$ cat src/rtl/core/u8u16_pkg.sv
// Types and constants shared by the UTF-8 to UTF-16 transcoder modules.
// Depends on nothing; the front end, queue, back end, top level and bench refer to it by scoped names.
package u8u16_pkg;

  // Result status codes
  typedef enum logic [3:0] {
    ST_OK         = 4'd0,
    ST_SHORT_TAIL = 4'd1,
    ST_STRAY_CONT = 4'd2,
    ST_LEAD_LONG  = 4'd3,
    ST_BAD_BYTE2  = 4'd4,
    ST_BAD_BYTE3  = 4'd5,
    ST_BAD_BYTE4  = 4'd6,
    ST_SURROGATE  = 4'd7,
    ST_ABOVE_MAX  = 4'd8
  } status_e;

  // What the back end has to emit for one queued job
  typedef enum logic [1:0] {
    JOB_UNIT = 2'd0,  // one unit, value in low 16 bits
    JOB_PAIR = 2'd1,  // surrogate pair, value is code point minus 0x10000
    JOB_ERR  = 2'd2   // one error result
  } job_kind_e;

  typedef struct packed {
    job_kind_e   kind;
    logic [19:0] val;
    status_e     status;
  } job_t;

  localparam logic [20:0] SurrLo   = 21'h00D800;
  localparam logic [20:0] SurrHi   = 21'h00E000;
  localparam logic [20:0] SuppBase = 21'h010000;
  localparam logic [20:0] CpLimit  = 21'h110000;
  localparam logic [15:0] HiSurr   = 16'hD800;
  localparam logic [15:0] LoSurr   = 16'hDC00;

endpackage

$ cat src/rtl/core/u8u16_in_if.sv
// Input channel of the transcoder: one UTF-8 byte and the bytes left in the stream.
// Depends on nothing.
interface u8u16_in_if;
  logic       valid;
  logic       ready;
  logic [7:0] byte_in;
  logic [2:0] bytes_left;

  modport source (output valid, byte_in, bytes_left, input ready);
  modport sink   (input valid, byte_in, bytes_left, output ready);
endinterface

$ cat src/rtl/core/u8u16_out_if.sv
// Output channel of the transcoder: one UTF-16 unit with status and last flag.
// Depends on nothing.
interface u8u16_out_if;
  logic        valid;
  logic        ready;
  logic [15:0] unit_out;
  logic [3:0]  status;
  logic        last_unit;

  modport source (output valid, unit_out, status, last_unit, input ready);
  modport sink   (input valid, unit_out, status, last_unit, output ready);
endinterface

$ cat src/rtl/core/u8u16_front.sv
// Front end: accepts UTF-8 bytes, tracks the open sequence and pushes jobs.
// Depends on u8u16_pkg and u8u16_in_if.
module u8u16_front (
  input  logic              clk_i,
  input  logic              rst_ni,
  u8u16_in_if.sink          in_i,
  input  logic              full_i,
  output logic              push_o,
  output u8u16_pkg::job_t   job_o
);

  logic [2:0]  len_q, len_d;
  logic [1:0]  pos_q, pos_d;
  logic [20:0] cp_q, cp_d;
  logic        halted_q, halted_d;

  logic        accept;
  logic [2:0]  left_n;
  logic        stream_end;
  logic        err;
  u8u16_pkg::status_e err_st;
  logic [2:0]  lead_len;
  logic [20:0] lead_cp;
  logic [2:0]  need;
  logic [2:0]  rem;
  logic [20:0] cp_new;
  logic [2:0]  pos_inc;

  assign in_i.ready = !full_i;
  assign accept     = in_i.valid && !full_i;

  always_comb begin
    if (in_i.bytes_left == 3'd0) begin
      left_n = 3'd1;
    end else if (in_i.bytes_left > 3'd4) begin
      left_n = 3'd4;
    end else begin
      left_n = in_i.bytes_left;
    end
  end
  assign stream_end = (left_n == 3'd1);

  assign need    = len_q - {1'b0, pos_q};
  assign rem     = need - 3'd1;
  // one bit wider than the position so the fourth byte does not wrap
  assign pos_inc = {1'b0, pos_q} + 3'd1;

  always_comb begin
    case (rem)
      3'd1:    cp_new = cp_q | {9'b0, in_i.byte_in[5:0], 6'b0};
      3'd2:    cp_new = cp_q | {3'b0, in_i.byte_in[5:0], 12'b0};
      default: cp_new = cp_q | {15'b0, in_i.byte_in[5:0]};
    endcase
  end

  always_comb begin
    len_d    = len_q;
    pos_d    = pos_q;
    cp_d     = cp_q;
    halted_d = halted_q;
    push_o   = 1'b0;
    job_o    = '{kind: u8u16_pkg::JOB_UNIT, val: '0, status: u8u16_pkg::ST_OK};
    err      = 1'b0;
    err_st   = u8u16_pkg::ST_OK;
    lead_len = 3'd0;
    lead_cp  = '0;
    if (accept) begin
      if (halted_q) begin
        // drop bytes until the stream ends
        if (stream_end) halted_d = 1'b0;
      end else if (len_q == 3'd0) begin
        if (!in_i.byte_in[7]) begin
          push_o    = 1'b1;
          job_o.val = {12'b0, in_i.byte_in};
        end else if (in_i.byte_in[7:6] == 2'b10) begin
          err    = 1'b1;
          err_st = u8u16_pkg::ST_STRAY_CONT;
        end else begin
          if (in_i.byte_in[7:5] == 3'b110) begin
            lead_len = 3'd2;
            lead_cp  = {10'b0, in_i.byte_in[4:0], 6'b0};
          end else if (in_i.byte_in[7:4] == 4'b1110) begin
            lead_len = 3'd3;
            lead_cp  = {5'b0, in_i.byte_in[3:0], 12'b0};
          end else if (in_i.byte_in[7:3] == 5'b11110) begin
            lead_len = 3'd4;
            lead_cp  = {in_i.byte_in[2:0], 18'b0};
          end
          if (lead_len == 3'd0) begin
            err    = 1'b1;
            err_st = u8u16_pkg::ST_LEAD_LONG;
          end else if (left_n < lead_len) begin
            err    = 1'b1;
            err_st = u8u16_pkg::ST_SHORT_TAIL;
          end else begin
            len_d = lead_len;
            pos_d = 2'd1;
            cp_d  = lead_cp;
          end
        end
      end else begin
        if (left_n < need) begin
          err    = 1'b1;
          err_st = u8u16_pkg::ST_SHORT_TAIL;
        end else if (in_i.byte_in[7:6] != 2'b10) begin
          err = 1'b1;
          case (pos_q)
            2'd1:    err_st = u8u16_pkg::ST_BAD_BYTE2;
            2'd2:    err_st = u8u16_pkg::ST_BAD_BYTE3;
            default: err_st = u8u16_pkg::ST_BAD_BYTE4;
          endcase
        end else if (pos_inc >= len_q) begin
          // sequence complete: classify the code point
          len_d = 3'd0;
          pos_d = 2'd0;
          cp_d  = '0;
          if (cp_new >= u8u16_pkg::SurrLo && cp_new < u8u16_pkg::SurrHi) begin
            err    = 1'b1;
            err_st = u8u16_pkg::ST_SURROGATE;
          end else if (cp_new < u8u16_pkg::SuppBase) begin
            push_o    = 1'b1;
            job_o.val = {4'b0, cp_new[15:0]};
          end else if (cp_new >= u8u16_pkg::CpLimit) begin
            err    = 1'b1;
            err_st = u8u16_pkg::ST_ABOVE_MAX;
          end else begin
            push_o     = 1'b1;
            job_o.kind = u8u16_pkg::JOB_PAIR;
            job_o.val  = 20'(cp_new - u8u16_pkg::SuppBase);
          end
        end else begin
          pos_d = pos_inc[1:0];
          cp_d  = cp_new;
        end
      end
      if (err) begin
        len_d        = 3'd0;
        pos_d        = 2'd0;
        cp_d         = '0;
        halted_d     = !stream_end;
        push_o       = 1'b1;
        job_o.kind   = u8u16_pkg::JOB_ERR;
        job_o.val    = '0;
        job_o.status = err_st;
      end
    end
  end

  always_ff @(posedge clk_i or negedge rst_ni) begin
    if (!rst_ni) begin
      len_q    <= 3'd0;
      pos_q    <= 2'd0;
      cp_q     <= '0;
      halted_q <= 1'b0;
    end else begin
      len_q    <= len_d;
      pos_q    <= pos_d;
      cp_q     <= cp_d;
      halted_q <= halted_d;
    end
  end

  a_halt_no_seq : assert property (@(posedge clk_i) disable iff (!rst_ni)
    halted_q |-> (len_q == 3'd0))
    else $error("halted with a sequence open");

  a_seq_pos : assert property (@(posedge clk_i) disable iff (!rst_ni)
    (len_q != 3'd0) |-> (pos_q != 2'd0 && {1'b0, pos_q} < len_q))
    else $error("sequence position out of range");

endmodule

$ cat src/rtl/core/u8u16_queue.sv
// Short job queue between front and back end of the transcoder.
// Depends on u8u16_pkg.
module u8u16_queue #(
  parameter int unsigned Depth = 4
) (
  input  logic            clk_i,
  input  logic            rst_ni,
  input  logic            push_i,
  input  u8u16_pkg::job_t job_i,
  input  logic            pop_i,
  output logic            full_o,
  output logic            empty_o,
  output u8u16_pkg::job_t head_o
);

  localparam int unsigned AW = (Depth > 1) ? $clog2(Depth) : 1;
  localparam int unsigned CW = $clog2(Depth + 1);
  localparam logic [AW-1:0] LastIdx = AW'(Depth - 1);

  u8u16_pkg::job_t mem_q [Depth];
  logic [AW-1:0] wr_q, rd_q;
  logic [CW-1:0] cnt_q;

  assign full_o  = (cnt_q == CW'(Depth));
  assign empty_o = (cnt_q == '0);
  assign head_o  = mem_q[rd_q];

  always_ff @(posedge clk_i) begin
    if (push_i) mem_q[wr_q] <= job_i;
  end

  always_ff @(posedge clk_i or negedge rst_ni) begin
    if (!rst_ni) begin
      wr_q  <= '0;
      rd_q  <= '0;
      cnt_q <= '0;
    end else begin
      if (push_i) wr_q <= (wr_q == LastIdx) ? '0 : wr_q + AW'(1);
      if (pop_i)  rd_q <= (rd_q == LastIdx) ? '0 : rd_q + AW'(1);
      if (push_i && !pop_i) begin
        cnt_q <= cnt_q + CW'(1);
      end else if (pop_i && !push_i) begin
        cnt_q <= cnt_q - CW'(1);
      end
    end
  end

  a_no_overflow : assert property (@(posedge clk_i) disable iff (!rst_ni)
    full_o |-> !push_i)
    else $error("push into full queue");

  a_no_underflow : assert property (@(posedge clk_i) disable iff (!rst_ni)
    empty_o |-> !pop_i)
    else $error("pop from empty queue");

endmodule

$ cat src/rtl/core/u8u16_back.sv
// Back end: turns queued jobs into UTF-16 results through an output register.
// Depends on u8u16_pkg and u8u16_out_if.
module u8u16_back (
  input  logic            clk_i,
  input  logic            rst_ni,
  input  logic            empty_i,
  input  u8u16_pkg::job_t head_i,
  output logic            pop_o,
  u8u16_out_if.source     out_o
);

  logic        valid_q, valid_d;
  logic [15:0] unit_q, unit_d;
  logic [3:0]  status_q, status_d;
  logic        last_q, last_d;
  logic        phase_q, phase_d;
  logic        advance;

  assign advance = !valid_q || out_o.ready;

  always_comb begin
    valid_d  = valid_q;
    unit_d   = unit_q;
    status_d = status_q;
    last_d   = last_q;
    phase_d  = phase_q;
    pop_o    = 1'b0;
    if (advance) begin
      valid_d = !empty_i;
      if (!empty_i) begin
        status_d = u8u16_pkg::ST_OK;
        last_d   = 1'b1;
        pop_o    = 1'b1;
        unique case (head_i.kind)
          u8u16_pkg::JOB_PAIR: begin
            if (!phase_q) begin
              // high surrogate first, hold the job for the low half
              unit_d  = u8u16_pkg::HiSurr | {6'b0, head_i.val[19:10]};
              last_d  = 1'b0;
              phase_d = 1'b1;
              pop_o   = 1'b0;
            end else begin
              unit_d  = u8u16_pkg::LoSurr | {6'b0, head_i.val[9:0]};
              phase_d = 1'b0;
            end
          end
          u8u16_pkg::JOB_ERR: begin
            unit_d   = '0;
            status_d = head_i.status;
          end
          default: begin
            unit_d = head_i.val[15:0];
          end
        endcase
      end
    end
  end

  always_ff @(posedge clk_i or negedge rst_ni) begin
    if (!rst_ni) begin
      valid_q <= 1'b0;
      phase_q <= 1'b0;
    end else begin
      valid_q <= valid_d;
      phase_q <= phase_d;
    end
  end

  always_ff @(posedge clk_i) begin
    unit_q   <= unit_d;
    status_q <= status_d;
    last_q   <= last_d;
  end

  assign out_o.valid     = valid_q;
  assign out_o.unit_out  = unit_q;
  assign out_o.status    = status_q;
  assign out_o.last_unit = last_q;

  a_phase_on_pair : assert property (@(posedge clk_i) disable iff (!rst_ni)
    phase_q |-> (!empty_i && head_i.kind == u8u16_pkg::JOB_PAIR))
    else $error("low surrogate pending without a pair job");

endmodule

$ cat src/rtl/core/utf8_to_utf16_transcoder.sv
// Top level of the streaming UTF-8 to UTF-16 transcoder.
// Depends on u8u16_pkg, u8u16_in_if, u8u16_out_if, u8u16_front, u8u16_queue, u8u16_back.
//
// Usage:
//   in_i carries one UTF-8 byte per transaction with the count of stream bytes
//   left (saturated at 4, 1 marks the stream's last byte). out_o carries
//   UTF-16 units with a status code and a flag on the last result of a byte.
//   A byte is taken every cycle while the job queue has room; a lead or middle
//   byte yields nothing, a final byte yields one unit, a surrogate pair (two
//   transactions on out_o) or, for the first error of a stream, one status
//   result. After an error, bytes are dropped until the stream's last byte.
//   Path: a byte is decoded and its first result's job written to the queue
//   at the accepting edge, then the job is loaded into the output register.
//   Throughput: one byte and one result per cycle while the queue has room and
//   out_o.ready stays high; the back end emits a pair's two units from one job.
//   Stalls: out_o.ready low holds the output register; the front end keeps
//   taking bytes until FifoDepth jobs wait, then drops in_i.ready.
//   Reset: asynchronous, clears the open sequence, the halt flag, the queue
//   and the output valid; the block is ready in the first cycle after it.
module utf8_to_utf16_transcoder #(
  parameter int unsigned FifoDepth = 4
) (
  input  logic         clk_i,
  input  logic         rst_ni,
  u8u16_in_if.sink     in_i,
  u8u16_out_if.source  out_o
);

  logic            push;
  logic            pop;
  logic            full;
  logic            empty;
  u8u16_pkg::job_t job;
  u8u16_pkg::job_t head;

  // Decode bytes and track the open sequence
  u8u16_front u_front (
    .clk_i  (clk_i),
    .rst_ni (rst_ni),
    .in_i   (in_i),
    .full_i (full),
    .push_o (push),
    .job_o  (job)
  );

  // Decouple decode from result delivery
  u8u16_queue #(
    .Depth (FifoDepth)
  ) u_queue (
    .clk_i   (clk_i),
    .rst_ni  (rst_ni),
    .push_i  (push),
    .job_i   (job),
    .pop_i   (pop),
    .full_o  (full),
    .empty_o (empty),
    .head_o  (head)
  );

  // Expand jobs into units and hold them for the receiver
  u8u16_back u_back (
    .clk_i   (clk_i),
    .rst_ni  (rst_ni),
    .empty_i (empty),
    .head_i  (head),
    .pop_o   (pop),
    .out_o   (out_o)
  );

endmodule

$ cat src/flat_wrapper.sv
// flat-port wrapper written by rule: the top's interface ports become plain ports
module utf8_to_utf16_transcoder_flat 
#(
  parameter int unsigned FifoDepth = 4
)
  (clk_i, rst_ni, in_i_valid, in_i_byte_in, in_i_bytes_left, in_i_ready, out_o_valid, out_o_unit_out, out_o_status, out_o_last_unit, out_o_ready);
  u8u16_in_if in_i_i ();
  u8u16_out_if out_o_i ();
  input  logic clk_i;
  input  logic rst_ni;
  input wire logic [$bits(in_i_i.valid)-1:0] in_i_valid;
  input wire logic [$bits(in_i_i.byte_in)-1:0] in_i_byte_in;
  input wire logic [$bits(in_i_i.bytes_left)-1:0] in_i_bytes_left;
  output wire logic [$bits(in_i_i.ready)-1:0] in_i_ready;
  output wire logic [$bits(out_o_i.valid)-1:0] out_o_valid;
  output wire logic [$bits(out_o_i.unit_out)-1:0] out_o_unit_out;
  output wire logic [$bits(out_o_i.status)-1:0] out_o_status;
  output wire logic [$bits(out_o_i.last_unit)-1:0] out_o_last_unit;
  input wire logic [$bits(out_o_i.ready)-1:0] out_o_ready;
  assign in_i_i.valid = in_i_valid;
  assign in_i_i.byte_in = in_i_byte_in;
  assign in_i_i.bytes_left = in_i_bytes_left;
  assign in_i_ready = in_i_i.ready;
  assign out_o_valid = out_o_i.valid;
  assign out_o_unit_out = out_o_i.unit_out;
  assign out_o_status = out_o_i.status;
  assign out_o_last_unit = out_o_i.last_unit;
  assign out_o_i.ready = out_o_ready;
  utf8_to_utf16_transcoder #(.FifoDepth(FifoDepth)) u_core (.clk_i(clk_i), .rst_ni(rst_ni), .in_i(in_i_i), .out_o(out_o_i));
endmodule
$ cat config.mk
export PLATFORM = sky130hd
export DESIGN_NAME = utf8_to_utf16_transcoder_flat
export DESIGN_NICKNAME = d
export VERILOG_FILES = /design/src/rtl/core/u8u16_pkg.sv /design/src/rtl/core/u8u16_in_if.sv /design/src/rtl/core/u8u16_out_if.sv /design/src/rtl/core/u8u16_front.sv /design/src/rtl/core/u8u16_queue.sv /design/src/rtl/core/u8u16_back.sv /design/src/rtl/core/utf8_to_utf16_transcoder.sv /design/src/flat_wrapper.sv
export SDC_FILE = /design/constraint.sdc
export NUM_CORES = 1
export LEC_CHECK = 0
export BUFFER_PORTS_ARGS = -buffer_cell sky130_fd_sc_hd__buf_2
export CAP_MARGIN = 20
export CORE_MARGIN = 2
export CORE_UTILIZATION = 50
export CTS_BUF_LIST = sky130_fd_sc_hd__clkbuf_16
export CTS_CLUSTER_DIAMETER = 40
export CTS_CLUSTER_SIZE = 30
export DETAILED_ROUTE_END_ITERATION = 8
export PLACE_DENSITY = 0.78
export SLEW_MARGIN = 30
export SYNTH_ARGS = -nofsm -noshare
export SYNTH_HDL_FRONTEND = slang
export SYNTH_SLANG_ARGS = --single-unit
export TNS_END_PERCENT = 10
$ cat constraint.sdc
create_clock -name clk_i -period 8.9 [get_ports clk_i]
set_input_delay 2.225 -clock clk_i [delete_from_list [all_inputs] [get_ports clk_i]]
set_output_delay 2.225 -clock clk_i [all_outputs]
set_load 0.05 [all_outputs]
# Yosys cells after proc, flatten, opt, wreduce, memory -nomap -nowiden
# Memory sizes are Yosys's and may differ from the RTL's.
# Cells that the tools add are included.
# Widths: inputs -> output; s select.
[classes]
addsub = 8
multipliers = 0
div = 0
n_lt_le_gt_ge = 8
n_eq_ne = 22
n_shift = 0
muxes = 110
bitwise_logic = 4
reduce_logical = 21
[ops]
columns = ["cell", "n"]
rows = [
  ["$mux 21", 14],
  ["$mux 22", 5],
  ["$mux 3", 22],
  ["$mux 26", 2],
  ["$pmux 21 s2", 1],
  ["$mux 20", 2],
  ["$mux 1", 35],
  ["$mux 2", 17],
  ["$mux 4", 8],
  ["$pmux 16 s2", 1],
  ["$ge 21x16->1 const B", 1],
  ["$ge 21x21->1 const B", 1],
  ["$lt 21x16->1 const B", 1],
  ["$lt 21x17->1 const B", 1],
  ["$or 21x12->21", 1],
  ["$or 21x18->21", 1],
  ["$or 21x6->21", 1],
  ["$sub 20x17->20 const B", 1],
  ["$ne 3x2->1 const B", 6],
  ["$logic_not 3->1", 4],
  ["$mux 11", 1],
  ["$eq 2x2->1 const B", 5],
  ["$reduce_and 9->1", 1],
  ["$reduce_and 8->1", 1],
  ["other kinds (26)", 40],
]
[word_totals]
register_bits = 57
latchBits = 0
ramBits = 104
romBits = 0
input_bits = 15
output_inout_bits = 23
wordCells = 186
memories = 1
[memory_table]
columns = ["name", "depth", "width", "rd", "rd_ports_with_merged_regs", "wr", "line_no", "source"]
rows = [
  ["u_core.u_queue.mem_q", 4, 26, 1, 0, 1, "u8u16_queue.sv:20", "u8u16_pkg::job_t mem_q [Depth];"],
]

# Logic depth before layout (Yosys ltp)
[depth]
word_depth = 23
depth_mapped = 19
ltp_nobuf = 19

# Hierarchy
# A second synthesis with hierarchy kept.
[hier_totals]
cells_unflattened = 516
hier_area_um2 = 7475.9
[modules_own_cells]
columns = ["mod", "n_inst", "cells_per_inst", "area_per_inst_um2", "seq_area_each_um2"]
rows = [
  ["u8u16_queue", 1, 173, 4216.5, 3298.2],
  ["u8u16_front", 1, 257, 2168.3, 675.6],
  ["u8u16_back", 1, 86, 1091.0, 680.7],
]

# Least setup slack after synthesis
# Ideal clock, no wire load.
[synth_path]
path_kind = "input to register"
from = "in in_i_byte_in[7]"
to = "reg u_core.u_queue.cnt_q[2]"
setup_time_ps = 79
arrival_time_ps = 5236
path_slack_ps = 3585
stages = 16
cell_sequence = "clkbuf_1 -> nand2_1 -> or3_1 -> ha_1 -> a21oi_1 -> a31oi_1 -> a41oi_1 -> o21ai_0 -> o2bb2ai_1 -> a31oi_4 -> ha_1 -> inv_1 -> fa_1 -> xor2_1 -> nor2_1 -> xor2_1"
[synth_via]
elab_chain_len = 22
elab_cells_between_ends = 36
[synth_rtl]
columns = ["item", "line_no", "source"]
rows = [
  ["from (decl)", "flat_wrapper.sv:12", "input wire logic [$bits(in_i_i.byte_in)-1:0] in_i_byte_in;"],
  ["$eq 5x5->1", "u8u16_front.sv:85", "end else if (in_i.byte_in[7:3] == 5'b11110) begin"],
  ["$mux 3", "u8u16_front.sv:85", ""],
  ["$mux 3", "u8u16_front.sv:82", "end else if (in_i.byte_in[7:4] == 4'b1110) begin"],
  ["$mux 3", "u8u16_front.sv:79", "if (in_i.byte_in[7:5] == 3'b110) begin"],
  ["$mux 3", "u8u16_front.sv:75", "end else if (in_i.byte_in[7:6] == 2'b10) begin"],
  ["$mux 3", "u8u16_front.sv:72", "if (!in_i.byte_in[7]) begin"],
  ["$mux 3", "u8u16_front.sv:71", "end else if (len_q == 3'd0) begin"],
  ["$mux 3", "u8u16_front.sv:68", "if (halted_q) begin"],
  ["[... 7 more ...]", "n/a", ""],
  ["$mux 1", "u8u16_front.sv:68", ""],
  ["$mux 1", "u8u16_front.sv:67", "if (accept) begin"],
  ["$mux 1 *", "u8u16_front.sv:136", "if (err) begin"],
  ["$mux 1 *", "u8u16_front.sv:67", ""],
  ["named net u_core.push", "utf8_to_utf16_transcoder.sv:29", "logic push;"],
  ["$logic_not 1->1", "u8u16_queue.sv:42", "end else if (pop_i && !push_i) begin"],
  ["$logic_and 1x1->1", "u8u16_queue.sv:42", ""],
  ["$reduce_bool 2->1 (no line)", "n/a", ""],
  ["to (signal assigned)", "u8u16_queue.sv:41", "cnt_q <= cnt_q + CW'(1);"],
  ["to (signal assigned)", "u8u16_queue.sv:43", "cnt_q <= cnt_q - CW'(1);"],
  ["to (decl)", "u8u16_queue.sv:22", "logic [CW-1:0] cnt_q;"],
]
# Mark *: on every way through the listed nets, which the timed path passes. The rest lies on a longest branch. The select of a mux whose other input is x is not followed.
# A chain may end at the register's enable or synchronous reset.

# Worst setup path in the final report
[layout_path]
from = "in in_i_byte_in[5]"
to = "reg u_core.u_queue.cnt_q[2]"
# The elaborated chain is that of the path after synthesis.

==> out/metrics.yaml <==
layout:
  layoutNonFillerInstCount: 725
  drive_gt1_share_pct: 22.8
  nNetsFinal: 569
  area_growth_pct: 14.0
  antenna_cells: 0
grt:
  grt_usage_pct: 21.1
  antenna_found_initial: 0
  grt_start_max_net_pins: 37
  grt-ovfl-total: 0
  grt_pass1_vias: 4369
  grt_pass1_wl_um: 23500
synthesis:
  mappedNetlistNets: 526
  synth_area_per_cell_um2: 14.7
  ys_async_sr_fraction_pct: 22.4
  ys_seq_elements: 161
  synth.most_common_cell: "edfxtp_1"
  synth.top_cells.by_area: "edfxtp_1 (52%), dfrtp_1 (13%), mux4_2 (8.1%)"
  synth_top_area_share_pct: 52.1
  synth_edf_count: 125
  synthFlopType: "edfxtp_1"
  netlist-cell-type-count: 57
  ys_seq_area_share_pct: 64.6
  synth_common_cells: "edfxtp_1 (125), nor2_1 (41), dfrtp_1 (36)"
  synth_cells: 489
  ys.warnings.count: 0
  syn_area_mm2: 0.00721
  synth.largest_area_cell: "edfxtp_1"
timing:
  worstMarginPinSlew_ps: 984
  fmax_mhz: 190
  fin_tns_setup_ps: 0
  final-hold-violation-count: 0
  finalCriticalPeriod_ps: 5260
  slew_headroom_pct: 33.4
  rsz0062_at_grt: "false"
  slew_viol_final: 0
  setup_viol: 0
  worst_clock_skew_ps: 7.85
  fin_crit_sh_pct: 59.1
floorplanning:
  io_pins: 38
  core_area_mm2: 0.0140
  die_w_um: 124
  dieHeight_um: 124
  die-area_mm2: 0.0154
  row_count: 43
  floorplan.initialDensity_pct: 51.5
clocking:
  clock_latency_ps: 430
  ctsHoldBuffers: 0
  post_cts_resized: 0
  cts_max_path_buffers: 2
  cts_setup_buffers: 0
  cts_root_buffer: "clkbuf_16"
  path_clk_slew_ps: 60
  numCtsBuffers: 17
  ctsHtreeMaxLevel: 4
  clock-sinks: 161
  cts_tree: "yes"
placement:
  portBuffers: 37
  hpwl_um: 9870
  place_congestion: 0.915
  dp_cells: 692
worst_setup_path:
  cp_slowest_cell: "a211o_1"
  worstSetupEndpointType: "flop"
  crit_type: "input port to flop"
  critical_path.startpoint: "in_i_byte_in[5]"
  critPathArrivalTime_ps: 5610
  max_stage_delay_ps: 390
  cp.required_ps: 9250
  cp_max_fo: 13
  start_kind: "input port"
  reg2reg_from: "u_core.u_front.len_q[0]$_DFFE_PN0P_"
  crit_path_cell_trace: "buf_2, a21oi_1, ha_1, nor4b_1, nand4_1, nor4b_2, a21oi_1, a211o_1, a31oi_4, ha_1, inv_1, fa_1, xor2_1, nor2_1, xor2_1"
min_path:
  min_path_type: "flop to flop"
  hold_path_startpoint: "u_core.u_queue.cnt_q[2]$_DFFE_PN0P_"
detailed_routing:
  drt-initial-drc-count: 492
  dr.pass1.iters: 6
  routedWlPerCell_um: 20.8
  vias: 4456
  drc: 0
  avgViaCountPerCell: 6.15
  totalWireLength_um: 15100
  final_antenna_net_count: 0
power_and_ir_drop:
  power_density_mw_per_mm2: 367
  power_leakage_nw: 3.07
  irDropWorstVdd_uv: 144
outcome:
  status: "finished, final reports clean"
job:
  maxCapViolCount: 0
## registers in the layout, indices dropped and copies added (netlist names)
signal / count
u_core.u_back.out_o.last_unit: 1
u_core.u_back.out_o.status: 4
u_core.u_back.out_o.unit_out: 16
u_core.u_back.out_o.valid: 1
u_core.u_back.phase_q: 1
u_core.u_front.cp_q: 21
u_core.u_front.halted_q: 1
u_core.u_front.len_q: 3
u_core.u_front.pos_q: 2
u_core.u_queue.cnt_q: 3
u_core.u_queue.mem_q: 104
u_core.u_queue.rd_q: 2
u_core.u_queue.wr_q: 2
## path summary, 6_finish.rpt
| kind | endpoint | slack [ps] | cells past startpoint |
|---|---|---|---|
| max | u_core.u_queue.cnt_q[2]$_DFFE_PN0P_ | 3640 | 15 |
| min | u_core.u_queue.cnt_q[2]$_DFFE_PN0P_ | 500 | 1 |
| max reg2reg | u_core.u_queue.cnt_q[2]$_DFFE_PN0P_ | 3920 | 19 |
| min reg2reg | u_core.u_queue.cnt_q[2]$_DFFE_PN0P_ | 500 | 1 |
| max in group asynchronous | u_core.u_queue.wr_q[0]$_DFFE_PN0P_ | 6700 | 2 |
| min in group asynchronous | u_core.u_front.len_q[1]$_DFFE_PN0P_ | 1740 | 1 |
## report_power, final
| part | internal [W] | switching (W) | leakage, nW |
|---|---|---|---|
| logic | 0.000442 | 0.000775 | 1.14 |
| registers | 0.000998 | 0.0000815 | 1.65 |
| clock network | 0.000399 | 0.000319 | 0.288 |
## worst max-delay path, delay by kind of cell
kind	cells	cell delay [ps]
adders and majority gates	3	820
and+or+nand+nor	4	920
xor gates and xnor gates	2	320
buffers and inverters	2	240
AOI/OAI and AO/OA	4	1100
## routing by layer
layer	track usage, %	share of wire [%]	up-vias	wire length, µm
met5	0	0	-	0
met4	9.27	2.8	0	417
met3	5.54	7.6	29	1140
met2	34.7	49	231	7440
met1	26.4	40	2212	6050
li1	-	-	1984	-
## cells by family (layout without fill, tap and decap cells)
group | Yosys count | after routing | share of synthesized area [%]
xor gates and xnor gates | 6 | 6 | 0.834
and+or+nand+nor | 125 | 125 | 8.93
adders and majority gates | 22 | 22 | 4.03
buffers and inverters | 40 | 96 | 2.12
AOI/OAI and AO/OA | 104 | 104 | 10.5
DFF | 161 | 161 | 64.6
muxes | 31 | 31 | 9.01
## cells in the final DEF (no fill, tap or decap), types with 4 or more instances in the layout
master and count:
clkbuf_16 17, o21ai_0 9, buf_2 37, a31oi_1 8, nor3_1 5, buf_4 7, a21oi_1 26, nor4_1 4
mux4_2 26, and2_1 12, inv_6 5, inv_1 18, edfxtp_1 125, or3_1 5, a22oi_1 6, nor2_1 41
a22o_1 32, clkinv_4 4, nand3_1 7, nor2b_1 4, nand2_1 27, dfrtp_1 36, ha_1 20
## through the flow
stage               power [W]  utilization (%)  cell area [µm²]  setup slack (ps)  hold slack [ps]
floorplan             0.00201                -             7210              3580              457
global placement      0.00227             54.3             7590              3450              479
detailed placement    0.00229             54.3             7590              3300              493
CTS                   0.00302             58.5             8180              3700              502
global route          0.00318             58.7             8220              3370              535
finish                0.00301             58.7             8220              3640              498
## layout make-up
| class | instances | area [µm²] |
|---|---|---|
| fill | 1084 | 5770 |
| sequential | 161 | 4650 |
| multi-input combinational | 288 | 2410 |
| clock buffer | 17 | 425 |
| timing repair buffer | 45 | 265 |
| tap | 180 | 225 |
| clock inverter | 15 | 166 |
| inverter | 19 | 71.3 |
(Power assumes the default switching activity.)
